--- config.mk ---
export PLATFORM = sky130hd
export DESIGN_NAME = ordered_array_list_engine_core
export DESIGN_NICKNAME = d
export VERILOG_FILES = /design/src/hw/rtl/oal_pkg.sv /design/src/hw/rtl/oal_ram.sv /design/src/hw/rtl/oal_seq.sv /design/src/hw/rtl/ordered_array_list_engine_core.sv
export VERILOG_INCLUDE_DIRS = /design/src /design/src/hw/rtl
export SDC_FILE = /design/constraint.sdc
export NUM_CORES = 1
export LEC_CHECK = 0
export ABC_AREA = 0
export BUFFER_PORTS_ARGS = -buffer_cell sky130_fd_sc_hd__buf_4
export CELL_PAD_IN_SITES_DETAIL_PLACEMENT = 0
export CELL_PAD_IN_SITES_GLOBAL_PLACEMENT = 1
export CORE_MARGIN = 2
export CORE_UTILIZATION = 41
export CTS_BUF_LIST = sky130_fd_sc_hd__clkbuf_8
export DETAILED_ROUTE_END_ITERATION = 8
export GPL_TIMING_DRIVEN = 0
export HOLD_SLACK_MARGIN = 0.06
export MAX_ROUTING_LAYER = met4
export PLACE_DENSITY = 0.71
export SYNTH_ARGS = -nofsm -noshare
export SYNTH_HDL_FRONTEND = slang
export SYNTH_SLANG_ARGS = --single-unit
--- constraint.sdc ---
create_clock -name clk_i -period 5.05 [get_ports clk_i]
set_input_delay 0.7575 -clock clk_i [delete_from_list [all_inputs] [get_ports clk_i]]
set_output_delay 0.7575 -clock clk_i [all_outputs]
set_load 0.01 [all_outputs]
--- src/hw/rtl/ordered_array_list_engine_core_defines.svh ---
// Assertion macros for the list engine RTL; the sequencer (oal_seq) includes them.
`ifndef ORDERED_ARRAY_LIST_ENGINE_CORE_DEFINES_SVH
`define ORDERED_ARRAY_LIST_ENGINE_CORE_DEFINES_SVH

// Checked only while out of reset.
`define OAL_ASSERT(lbl, prop, msg) \
  lbl: assert property (@(posedge clk_i) disable iff (!rst_ni) prop) else $error(msg);

// Checked at every edge, reset included.
`define OAL_ASSERT_ALWAYS(lbl, prop, msg) \
  lbl: assert property (@(posedge clk_i) prop) else $error(msg);

`endif

--- src/hw/rtl/oal_pkg.sv ---
`default_nettype none

package oal_pkg;

  localparam int OalCapacity   = 16;
  localparam int OalMaxResults = 16;
  localparam int OalPosW       = 5;
  localparam int OalKeyW       = 16;

  typedef enum logic [1:0] {
    REQ_INSERT = 2'd0,
    REQ_REMOVE = 2'd1,
    REQ_SEARCH = 2'd2,
    REQ_LIST   = 2'd3
  } oal_req_e;

  typedef enum logic [3:0] {
    ST_IDLE,
    ST_SHUP,
    ST_REM_RD,
    ST_REM_CAP,
    ST_SHDN,
    ST_SRCH,
    ST_LST_RD,
    ST_LST_OUT,
    ST_RESP
  } oal_state_e;

  typedef struct packed {
    oal_req_e             req_type;
    logic [OalPosW-1:0]   position;
    logic                 at_end;
    logic [OalKeyW-1:0]   entry_key;
    logic [OalKeyW-1:0]   entry_data;
    logic [OalPosW-1:0]   list_limit;
  } oal_req_t;

  typedef struct packed {
    logic                 ok;
    logic [3:0]           index_out;
    logic [OalKeyW-1:0]   out_key;
    logic [OalKeyW-1:0]   out_data;
    logic [4:0]           count;
    logic                 empty_res;
    logic                 last;
  } oal_rsp_t;

  typedef struct packed {
    logic [OalKeyW-1:0] key;
    logic [OalKeyW-1:0] data;
  } oal_entry_t;

endpackage

`default_nettype wire

--- src/hw/rtl/oal_ram.sv ---
`default_nettype none

module oal_ram import oal_pkg::*; #(
  parameter int DEPTH = OalCapacity,
  localparam int AW = $clog2(DEPTH)
) (
  input  wire logic          clk_i,
  input  wire logic          wr_en_i,
  input  wire logic [AW-1:0] wr_addr_i,
  input  wire oal_entry_t    wr_data_i,
  input  wire logic          rd_en_i,
  input  wire logic [AW-1:0] rd_addr_i,
  output oal_entry_t         rd_data_o
);

  oal_entry_t mem_q [DEPTH];
  oal_entry_t rd_data_q;

  always_ff @(posedge clk_i) begin
    if (wr_en_i) begin
      mem_q[wr_addr_i] <= wr_data_i;
    end
  end

  always_ff @(posedge clk_i) begin
    if (rd_en_i) begin
      rd_data_q <= mem_q[rd_addr_i];
    end
  end

  assign rd_data_o = rd_data_q;

endmodule

`default_nettype wire

--- src/hw/rtl/oal_seq.sv ---
`default_nettype none

module oal_seq import oal_pkg::*; #(
  parameter int CAPACITY = OalCapacity,
  localparam int AW = $clog2(CAPACITY),
  localparam int CW = $clog2(CAPACITY + 1)
) (
  input  wire logic          clk_i,
  input  wire logic          rst_ni,
  input  wire logic          req_valid_i,
  input  wire oal_req_t      req_i,
  output logic               req_ready_o,
  output logic               res_valid_o,
  output oal_rsp_t           res_o,
  input  wire logic          res_ready_i,
  output logic               wr_en_o,
  output logic [AW-1:0]      wr_addr_o,
  output oal_entry_t         wr_data_o,
  output logic               rd_en_o,
  output logic [AW-1:0]      rd_addr_o,
  input  wire oal_entry_t    rd_data_i
);

`include "ordered_array_list_engine_core_defines.svh"

  localparam int CmpW = (CW > OalPosW) ? CW : OalPosW;
  localparam logic [CW-1:0]   CapC = CW'(CAPACITY);
  localparam logic [CmpW-1:0] MaxC = CmpW'(OalMaxResults);

  oal_state_e state_q, state_d;
  logic [CW-1:0] ptr_q, ptr_d, pos_q, pos_d, count_q, count_d, lst_n_q, lst_n_d;
  logic [CW-1:0] chk_idx_q, chk_idx_d, res_idx_q, res_idx_d;
  logic [AW-1:0] wpaddr_q, wpaddr_d;
  logic          wpend_q, wpend_d, chk_q, chk_d, res_ok_q, res_ok_d;
  logic [OalKeyW-1:0] key_q, key_d, data_q, data_d;
  logic [OalKeyW-1:0] res_key_q, res_key_d, res_data_q, res_data_d;

  logic            accept, ins_fail, rem_fail, sh_more, fw_more, hit, lst_last;
  logic [CmpW-1:0] cnt_ext, pos_ext, ins_pos_ext, lim_ext, lst_a, lst_n;

  assign accept      = req_valid_i && (state_q == ST_IDLE);
  assign req_ready_o = (state_q == ST_IDLE);

  assign cnt_ext     = CmpW'(count_q);
  assign pos_ext     = CmpW'(req_i.position);
  assign lim_ext     = CmpW'(req_i.list_limit);
  assign ins_pos_ext = req_i.at_end ? cnt_ext : pos_ext;
  assign ins_fail    = (count_q >= CapC) || (ins_pos_ext > cnt_ext);
  assign rem_fail    = (pos_ext >= cnt_ext);
  assign lst_a       = (cnt_ext < lim_ext) ? cnt_ext : lim_ext;
  assign lst_n       = (lst_a < MaxC) ? lst_a : MaxC;

  assign sh_more  = (ptr_q > pos_q);
  assign fw_more  = (ptr_q < count_q);
  assign hit      = chk_q && (rd_data_i.key == key_q);
  assign lst_last = ((ptr_q + CW'(1)) == lst_n_q);

  always_comb begin
    state_d = state_q;
    unique case (state_q)
      ST_IDLE: begin
        if (accept) begin
          unique case (req_i.req_type)
            REQ_INSERT: state_d = ins_fail ? ST_RESP : ST_SHUP;
            REQ_REMOVE: state_d = rem_fail ? ST_RESP : ST_REM_RD;
            REQ_SEARCH: state_d = ST_SRCH;
            REQ_LIST:   state_d = (lst_n == '0) ? ST_RESP : ST_LST_RD;
          endcase
        end
      end
      ST_SHUP: begin
        if (!sh_more && !wpend_q) begin
          state_d = ST_RESP;
        end
      end
      ST_REM_RD:  state_d = ST_REM_CAP;
      ST_REM_CAP: state_d = ST_SHDN;
      ST_SHDN: begin
        if (!fw_more && !wpend_q) begin
          state_d = ST_RESP;
        end
      end
      ST_SRCH: begin
        if (hit || (!fw_more && !chk_q)) begin
          state_d = ST_RESP;
        end
      end
      ST_LST_RD: state_d = ST_LST_OUT;
      ST_LST_OUT: begin
        if (res_ready_i) begin
          state_d = lst_last ? ST_IDLE : ST_LST_RD;
        end
      end
      ST_RESP: begin
        if (res_ready_i) begin
          state_d = ST_IDLE;
        end
      end
      default: state_d = ST_IDLE;
    endcase
  end

  always_comb begin
    ptr_d      = ptr_q;
    pos_d      = pos_q;
    count_d    = count_q;
    lst_n_d    = lst_n_q;
    chk_idx_d  = chk_idx_q;
    wpaddr_d   = wpaddr_q;
    wpend_d    = wpend_q;
    chk_d      = chk_q;
    key_d      = key_q;
    data_d     = data_q;
    res_ok_d   = res_ok_q;
    res_idx_d  = res_idx_q;
    res_key_d  = res_key_q;
    res_data_d = res_data_q;
    wr_en_o    = 1'b0;
    wr_addr_o  = '0;
    wr_data_o  = '0;
    rd_en_o    = 1'b0;
    rd_addr_o  = '0;
    res_valid_o = 1'b0;
    res_o.ok        = res_ok_q;
    res_o.index_out = 4'(res_idx_q);
    res_o.out_key   = res_key_q;
    res_o.out_data  = res_data_q;
    res_o.count     = 5'(count_q);
    res_o.empty_res = (count_q == '0);
    res_o.last      = 1'b1;

    unique case (state_q)
      ST_IDLE: begin
        if (accept) begin
          key_d      = req_i.entry_key;
          data_d     = req_i.entry_data;
          wpend_d    = 1'b0;
          chk_d      = 1'b0;
          res_ok_d   = 1'b0;
          res_idx_d  = '0;
          res_key_d  = '0;
          res_data_d = '0;
          unique case (req_i.req_type)
            REQ_INSERT: begin
              pos_d = CW'(ins_pos_ext);
              ptr_d = count_q;
            end
            REQ_REMOVE: pos_d = CW'(pos_ext);
            REQ_SEARCH: ptr_d = '0;
            REQ_LIST: begin
              ptr_d   = '0;
              lst_n_d = CW'(lst_n);
            end
          endcase
        end
      end
      ST_SHUP: begin
        if (wpend_q) begin
          wr_en_o   = 1'b1;
          wr_addr_o = wpaddr_q;
          wr_data_o = rd_data_i;
        end
        if (sh_more) begin
          rd_en_o   = 1'b1;
          rd_addr_o = AW'(ptr_q - CW'(1));
          wpend_d   = 1'b1;
          wpaddr_d  = AW'(ptr_q);
          ptr_d     = ptr_q - CW'(1);
        end else begin
          wpend_d = 1'b0;
          if (!wpend_q) begin
            wr_en_o        = 1'b1;
            wr_addr_o      = AW'(pos_q);
            wr_data_o.key  = key_q;
            wr_data_o.data = data_q;
            count_d        = count_q + CW'(1);
            res_ok_d       = 1'b1;
            res_idx_d      = pos_q;
          end
        end
      end
      ST_REM_RD: begin
        rd_en_o   = 1'b1;
        rd_addr_o = AW'(pos_q);
        ptr_d     = pos_q + CW'(1);
      end
      ST_REM_CAP: begin
        res_ok_d   = 1'b1;
        res_idx_d  = pos_q;
        res_key_d  = rd_data_i.key;
        res_data_d = rd_data_i.data;
        wpend_d    = 1'b0;
      end
      ST_SHDN: begin
        if (wpend_q) begin
          wr_en_o   = 1'b1;
          wr_addr_o = wpaddr_q;
          wr_data_o = rd_data_i;
        end
        if (fw_more) begin
          rd_en_o   = 1'b1;
          rd_addr_o = AW'(ptr_q);
          wpend_d   = 1'b1;
          wpaddr_d  = AW'(ptr_q - CW'(1));
          ptr_d     = ptr_q + CW'(1);
        end else begin
          wpend_d = 1'b0;
          if (!wpend_q) begin
            count_d = count_q - CW'(1);
          end
        end
      end
      ST_SRCH: begin
        if (hit) begin
          res_ok_d   = 1'b1;
          res_idx_d  = chk_idx_q;
          res_key_d  = rd_data_i.key;
          res_data_d = rd_data_i.data;
        end else if (fw_more) begin
          rd_en_o   = 1'b1;
          rd_addr_o = AW'(ptr_q);
          chk_d     = 1'b1;
          chk_idx_d = ptr_q;
          ptr_d     = ptr_q + CW'(1);
        end else begin
          chk_d = 1'b0;
        end
      end
      ST_LST_RD: begin
        rd_en_o   = 1'b1;
        rd_addr_o = AW'(ptr_q);
      end
      ST_LST_OUT: begin
        res_valid_o     = 1'b1;
        res_o.ok        = 1'b1;
        res_o.index_out = 4'(ptr_q);
        res_o.out_key   = rd_data_i.key;
        res_o.out_data  = rd_data_i.data;
        res_o.last      = lst_last;
        if (res_ready_i) begin
          ptr_d = ptr_q + CW'(1);
        end
      end
      ST_RESP: res_valid_o = 1'b1;
      default: ;
    endcase
  end

  always_ff @(posedge clk_i or negedge rst_ni) begin
    if (!rst_ni) begin
      state_q <= ST_IDLE;
      count_q <= '0;
      wpend_q <= 1'b0;
      chk_q   <= 1'b0;
    end else begin
      state_q <= state_d;
      count_q <= count_d;
      wpend_q <= wpend_d;
      chk_q   <= chk_d;
    end
  end

  always_ff @(posedge clk_i) begin
    ptr_q      <= ptr_d;
    pos_q      <= pos_d;
    lst_n_q    <= lst_n_d;
    chk_idx_q  <= chk_idx_d;
    wpaddr_q   <= wpaddr_d;
    key_q      <= key_d;
    data_q     <= data_d;
    res_ok_q   <= res_ok_d;
    res_idx_q  <= res_idx_d;
    res_key_q  <= res_key_d;
    res_data_q <= res_data_d;
  end

  `OAL_ASSERT_ALWAYS(a_count_max, count_q <= CapC, "entry count above capacity")
  `OAL_ASSERT(a_idle_no_res, (state_q == ST_IDLE) |-> !res_valid_o, "result while idle")
  `OAL_ASSERT(a_wr_range, wr_en_o |-> (wr_addr_o < CAPACITY), "write beyond capacity")
  `OAL_ASSERT(a_ins_count, (state_q == ST_SHUP && state_d == ST_RESP) |=> (count_q == $past(count_q) + CW'(1)), "insert did not grow count")

endmodule

`default_nettype wire

--- src/hw/rtl/ordered_array_list_engine_core.sv ---
// Channel  Direction  Handshake                 Word
// req      in         req_valid_i / req_ready_o  req_i (oal_req_t)
// rsp      out        rsp_valid_o / rsp_ready_i  rsp_o (oal_rsp_t)
//
// Insert and remove shift each entry from the request position to the end of the list, so
// their duration grows with count - position; search reads entries in order until a key
// matches, and list reads each entry and waits for its word to be taken before the next.
// A request is taken only while the sequencer is idle; a held result word does not block it.
// Reset clears the entry count; the entry memory needs no clearing pass.
// A stalled result port holds the sequencer in its result state until the word moves on.
`default_nettype none

module ordered_array_list_engine_core import oal_pkg::*; #(
  parameter int CAPACITY = OalCapacity
) (
  input  wire logic     clk_i,
  input  wire logic     rst_ni,
  input  wire logic     req_valid_i,
  output logic          req_ready_o,
  input  wire oal_req_t req_i,
  output logic          rsp_valid_o,
  input  wire logic     rsp_ready_i,
  output oal_rsp_t      rsp_o
);

  localparam int AW = $clog2(CAPACITY);

  logic          res_valid, res_ready, wr_en, rd_en;
  logic [AW-1:0] wr_addr, rd_addr;
  oal_rsp_t      res, rsp_q, rsp_d;
  oal_entry_t    wr_data, rd_data;
  logic          rsp_valid_q, rsp_valid_d;

  oal_seq #(
    .CAPACITY(CAPACITY)
  ) u_seq (
    .clk_i      (clk_i),
    .rst_ni     (rst_ni),
    .req_valid_i(req_valid_i),
    .req_i      (req_i),
    .req_ready_o(req_ready_o),
    .res_valid_o(res_valid),
    .res_o      (res),
    .res_ready_i(res_ready),
    .wr_en_o    (wr_en),
    .wr_addr_o  (wr_addr),
    .wr_data_o  (wr_data),
    .rd_en_o    (rd_en),
    .rd_addr_o  (rd_addr),
    .rd_data_i  (rd_data)
  );

  oal_ram #(
    .DEPTH(CAPACITY)
  ) u_ram (
    .clk_i    (clk_i),
    .wr_en_i  (wr_en),
    .wr_addr_i(wr_addr),
    .wr_data_i(wr_data),
    .rd_en_i  (rd_en),
    .rd_addr_i(rd_addr),
    .rd_data_o(rd_data)
  );

  assign res_ready = !rsp_valid_q || rsp_ready_i;

  always_comb begin
    rsp_valid_d = rsp_valid_q;
    rsp_d       = rsp_q;
    if (res_valid && res_ready) begin
      rsp_valid_d = 1'b1;
      rsp_d       = res;
    end else if (rsp_ready_i) begin
      rsp_valid_d = 1'b0;
    end
  end

  always_ff @(posedge clk_i or negedge rst_ni) begin
    if (!rst_ni) begin
      rsp_valid_q <= 1'b0;
    end else begin
      rsp_valid_q <= rsp_valid_d;
    end
  end

  always_ff @(posedge clk_i) begin
    rsp_q <= rsp_d;
  end

  assign rsp_valid_o = rsp_valid_q;
  assign rsp_o       = rsp_q;

endmodule

`default_nettype wire

# [After elaboration in Yosys (flattened, before gate mapping)]
# Memories as Yosys holds them, arrays and structs flattened. A register that Yosys moved wholly into a read port is not among the register bits.
# Cells that the tools add are included.
[totals] regBits=148 ram_bits=512 input_bits=49 output_inout_bits=46 wordCells=181 memories=1
[mem_list] name="u_ram.mem_q" words=16 width=32 read_ports=1 rd_ports_with_merged_regs=1 wr=1 line_no="oal_ram.sv:16" text="oal_entry_t mem_q [DEPTH];"
[op_classes] n_addsub=5 order_cmp=7 eq_ne=28 muxes=75 bitwise_logic=1 n_reduce_logical=41
[ops] operator="$mux 32" n=3
[ops] operator="$pmux 16 s3" n=2
[ops] operator="$mux 4" n=21
[ops] operator="$pmux 32 s2" n=1
[ops] operator="$mux 5" n=12
[ops] operator="$mux 16" n=3
[ops] operator="$mux 36" n=1
[ops] operator="$pmux 4 s9" n=1
[ops] operator="$pmux 4 s4" n=2
[ops] operator="$pmux 5 s2" n=3
[ops] operator="$pmux 5 s6" n=1
[ops] operator="$pmux 4 s5" n=1
[ops] operator="$reduce_and 3->1" n=6
[ops] operator="$eq 16x16->1" n=1
[ops] operator="$eq 4x3->1 const B" n=4
[ops] operator="$mux 1" n=16
[ops] operator="$pmux 4 s2" n=2
[ops] operator="$add 5x1->5 const B" n=3
[ops] operator="$ne 2x1->1 const B" n=7
[ops] operator="$ne 2x2->1 const B" n=7
[ops] operator="$pmux 1 s4" n=3
[ops] operator="$reduce_and 6->1" n=2
[ops] operator="$gt 5x5->1" n=2
[ops] operator="$logic_not 5->1" n=2
[ops] operator="27 further kinds" n=51

# [Logic depth before layout (Yosys ltp)]
[logic_depth] ltp_word=9 ltp_mapped=13

# [Cells and area by module]
# Synthesis repeated with hierarchy kept, for this count alone.
[unflattened] hier_cells=1449 area_unflattened_um2=27866.7
[by_module_without_submodules] module="oal_ram" n_inst=1 cells_per_inst=838 area_each_um2=20174.3 seq_area_each_um2=16335.7
[by_module_without_submodules] module="oal_seq" n_inst=1 cells_per_inst=563 area_each_um2=6317.3 seq_area_each_um2=3037.9
[by_module_without_submodules] module="ordered_array_list_engine_core" n_inst=1 cells_per_inst=48 area_each_um2=1375.1 seq_area_each_um2=1346.3

# [Worst setup path after synthesis]
# OpenSTA, ideal clock, no wires.
[synth_path] path_type="reg-to-reg" start="reg u_seq.state_q[1]" end="reg u_seq.res_data_q[0], enable pin" setup_time_ns=0.421 arrival_ns=3.759 path_slack_ns=0.870 path_stages_with_launch=7 synth_period_minus_slack_ns=4.180 cell_sequence="dfrtp_1 -> buf_2 -> nor4_1 -> nand2_1 -> inv_1 -> nor2_1 -> nor2_1"
[synth_between] elab_chain_cells=4 word_cells_on_any_way=8 classes_between="eq/ne: 4; reduce/logical: 4"
[synth_rtl] item="from (decl)" line_no="oal_seq.sv:30" text="oal_state_e state_q, state_d;"
[synth_rtl] item="from (signal assigned)" line_no="oal_seq.sv:256" text="state_q <= state_d;"
[synth_rtl] item="$logic_not 4->1 (*)"
[synth_rtl] item="net req_ready_o" line_no="ordered_array_list_engine_core.sv:19" text="output logic req_ready_o,"
[synth_rtl] item="$logic_and 1x1->1" line_no="oal_seq.sv:41" text="assign accept = req_valid_i && (state_q == ST_IDLE);"
[synth_rtl] item="$ne 2x1->1 (no line)"
[synth_rtl] item="$reduce_and 3->1 (no line) (*)"
[synth_rtl] item="to (signal assigned)" line_no="oal_seq.sv:274" text="res_data_q <= res_data_d;"
[synth_rtl] item="to (decl)" line_no="oal_seq.sv:36" text="logic [OalKeyW-1:0] res_key_q, res_key_d, res_data_q, res_data_d;"
# The timed path passes the listed nets; every way through them passes the cells marked *.
# A chain may end at the register's enable or synchronous reset.

# [Final worst setup path]
[layout_path] start="reg u_seq.ptr_q[0]" end="reg u_ram.rd_data_o[14] (netlist name)"
[layout_between] elab_chain_cells=4 word_cells_on_any_way=11 classes_between="add/sub: 1; order compare: 2; mux: 8"
[layout_rtl] item="from (decl)" line_no="oal_seq.sv:31" text="logic [CW-1:0] ptr_q, ptr_d, pos_q, pos_d, count_q, count_d, lst_n_q, lst_n_d;"
[layout_rtl] item="from (signal assigned)" line_no="oal_seq.sv:264" text="ptr_q <= ptr_d;"
[layout_rtl] item="$lt 5x5->1" line_no="oal_seq.sv:54" text="assign fw_more = (ptr_q < count_q);"
[layout_rtl] item="$mux 4 or $mux 1 (tied branches)" line_no="oal_seq.sv:200, oal_seq.sv:219"
[layout_rtl] item="$mux 4 or $mux 1 (tied branches)" line_no="oal_seq.sv:214" text="if (hit) begin"
[layout_rtl] item="$pmux 4 s5 or $pmux 1 s4 (tied branches)" line_no="oal_seq.sv:132" text="unique case (state_q)"
# Parallel ways exist; a longest one is shown, timed or not.

==> impl_metrics.json <==
{
  "outcome": "completed",
  "ant_nets": 0,
  "worstPathRequired_ps": 5500,
  "cts_root_buffer": "clkbuf_8",
  "core_area_um2": 69790,
  "holdPathEnd": "u_seq.key_q[13]$_DFFE_PP_",
  "fin_skew_ps": 35.91,
  "final_cell_mix": "680 x edfxtp_1, 314 x inv_1, 128 x mux4_2, 116 x clkbuf_8, 100 x buf_4",
  "cp_slowest_cell": "clkbuf_1",
  "power_density_nw_per_um2": 522.0,
  "leakage_nw": 12.30,
  "htreeDepth": 3,
  "slowest_delay_ps": 740,
  "ios": 95,
  "synth_area_um2": 28820,
  "track_usage": 0.2028,
  "nFillCells": 5922,
  "ys_types": 58,
  "worstMarginPinSlew_ps": 1207,
  "dp_hpwl_mm": 45.66,
  "hp-class": "input pin to register",
  "syn_to_final_growth_pct": 16.03,
  "antenna_found_initial": 2,
  "finalCriticalPeriod_ps": 4651,
  "rr_worst_depth": 11,
  "ys_ff_latch": 692,
  "max_freq_ghz": 0.2150,
  "clk_path_buf_depth": 3,
  "fin_hold_ws_ps": 207.8,
  "avgViaCountPerCell": 5.332,
  "layout_commonest_cell": "edfxtp_1",
  "worstPathMaxFanout": 10,
  "die_x_um": 269.1,
  "ys_dominant_reg_cell": "edfxtp_1",
  "rsz0062_at_grt": "false",
  "ys_async_sr_fraction": 0.01734,
  "place_inst": 2740,
  "first_iter_violations": 1577,
  "post-route-util": 0.4792,
  "vias": 15700,
  "dpl_cell_area_um2": 31360,
  "final_layout_size_suffix_gt1_frac": 0.2438,
  "syn_nets": 1762,
  "hold_start": "req_i[34]",
  "cts_tree": "built",
  "crit_top_cell": "o21ai_1",
  "hold_viol_final": 0,
  "hold_path_depth": 1,
  "stdcell_count": 2944,
  "avgSynthCellArea_um2": 17.13,
  "num-nets-final": 1996,
  "slew_violations": 0,
  "seq_area_frac_synth": 0.7189,
  "crit_chain": "inv_1, ha_1, and3_1, a31oi_1, nand2_1, o21ai_1, nor2_1, o21ai_1, clkbuf_1, o32ai_1, a221o_1",
  "drc": 0,
  "r2r_slack_ps": 400,
  "critPathKind": "register to register",
  "synth-edff-count": 680,
  "crit_path_start_kind": "register",
  "fin_ws_ps": 399.3,
  "max-vdd-ir-drop_mv": 0.2489,
  "start_util": 0.4130,
  "stdcell_area_um2": 33440,
  "die-area_um2": 72440,
  "dr.pass1.iters": 5,
  "gr-total-overflow": 0,
  "fin_crit_sh": 0.9209,
  "die_y_um": 269.1,
  "wirelength_mm": 71.46,
  "ctsResizeCount": 0,
  "placementRows": 97,
  "yosys_warnings": 0,
  "dp_slack_ps": 530.6,
  "final.setup.tns_ps": 0,
  "first_global_vias": 16210,
  "numPortBuffers": 94,
  "reg2reg_to": "u_ram.rd_data_o[14]$_DFFE_PP_",
  "p_total_mw": 17.46,
  "wire_per_inst_um": 24.27,
  "grt_pass1_wl_mm": 104.5,
  "slew_headroom": 0.1878,
  "synth_cells": 1683,
  "cts.clk_slew.worst_paths_ps": 60,
  "clk-insertion-delay-late_ps": 730,
  "numCtsBuffers": 114,
  "worst_ep_arrival_time_ps": 5100,
  "rr_startpoint": "u_seq.ptr_q[0]$_DFFE_PP_",
  "drv_cap": 0,
  "numClockSinks": 692,
  "cp-end-kind": "register",
  "grt_max_degree": 25,
  "place_congestion": 0.8452,
  "setup_viol": 0
}
[where the power goes]
| group | total (mW) | switching [mW] | internal (mW) |
|---|---|---|---|
| sequential | 7.79 | 0.405 | 7.38 |
| combinational | 5.14 | 3.05 | 2.09 |
| clock | 4.53 | 2.20 | 2.32 |
[critical path: cells and delay by family, from the launching register on]
kind | cells | cell delay, ps
simple gates | 3 | 530
flops | 1 | 610
buf+inv | 2 | 1040
compound gates | 5 | 1850
fa+ha+maj | 1 | 340
[layout make-up]
type / instances / area, µm² / area share
clock inverters: 85 / 469.2 / 0.01403
multi-input cells: 641 / 6814 / 0.2038
plain buffers: 71 / 377.9 / 0.01130
flip-flops and latches: 692 / 20720 / 0.6196
inverters: 279 / 1047 / 0.03132
well taps: 940 / 1176 / 0.03517
clock buffers: 116 / 1597 / 0.04774
repair buffers: 118 / 1236 / 0.03697
diodes: 2 / 5.005 / 0.0001497
[sequential cells by signal, indices dropped and copies added (netlist names), 4 cells and up]
name / count
u_seq.res_data_q: 16
u_seq.key_q: 16
u_seq.cnt_ext: 5
u_seq.res_idx_q: 4
u_seq.data_q: 16
u_seq.chk_idx_q: 4
u_seq.lst_n_q: 5
u_seq.state_q: 4
rsp_o: 44
u_ram.rd_data_o: 32
u_seq.ptr_q: 5
u_seq.pos_q: 5
u_seq.res_key_q: 16
u_ram.mem_q: 512
u_seq.wpaddr_q: 4
[worst max-delay path by stage]
stage                                             from                                  to  depth (start not counted)
after global placement    u_seq.state_q[1]$_DFFE_PN0P_  u_seq.res_data_q[14]$_SDFFCE_PN0P_                          6
final                         u_seq.ptr_q[0]$_DFFE_PP_       u_ram.rd_data_o[14]$_DFFE_PP_                         11
after global routing          u_seq.ptr_q[0]$_DFFE_PP_       u_ram.rd_data_o[14]$_DFFE_PP_                         12
after CTS                     u_seq.ptr_q[0]$_DFFE_PP_       u_ram.rd_data_o[14]$_DFFE_PP_                         11
after detailed placement      u_seq.ptr_q[0]$_DFFE_PP_       u_ram.rd_data_o[14]$_DFFE_PP_                         11
after floorplan           u_seq.state_q[1]$_DFFE_PN0P_   u_seq.res_data_q[0]$_SDFFCE_PN0P_                          6
[synth_stat cells, drive strengths merged, types with 29 or more instances]
cell type	n	area (µm²)
buf	36	246.5
a221o	34	340.3
a22o	34	297.8
nand2	43	163.9
ha	29	362.9
clkbuf	35	131.4
inv	279	1047
o32ai	33	304.0
nor2	60	225.2
mux2	43	484.2
mux4	128	2883
o21ai	29	145.1
edfxtp	680	20420
and2	35	219.0
[metal layers]
metal	part of all wire	track usage
met1	0.43	0.2608
met2	0.49	0.3226
met3	0.063	0.04479
met4	0.026	0.06380
met5	0	-
[repair_timing]
item,4_1_cts,5_1_grt
endpoints found under the hold margin,12,0
hold buffers,1,0
setup buffers,0,0
[kinds of logic after synthesis]
family / count (synthesis) / synth area share
muxes: 172 / 0.1172
buffers and inverters: 350 / 0.04944
xor gates and xnor gates: 40 / 0.01216
and+or+nand+nor: 193 / 0.03277
DFF: 692 / 0.7189
AOI/OAI and AO/OA: 206 / 0.05630
adders and majority gates: 30 / 0.01328
Power figures use the tool's default switching activity.
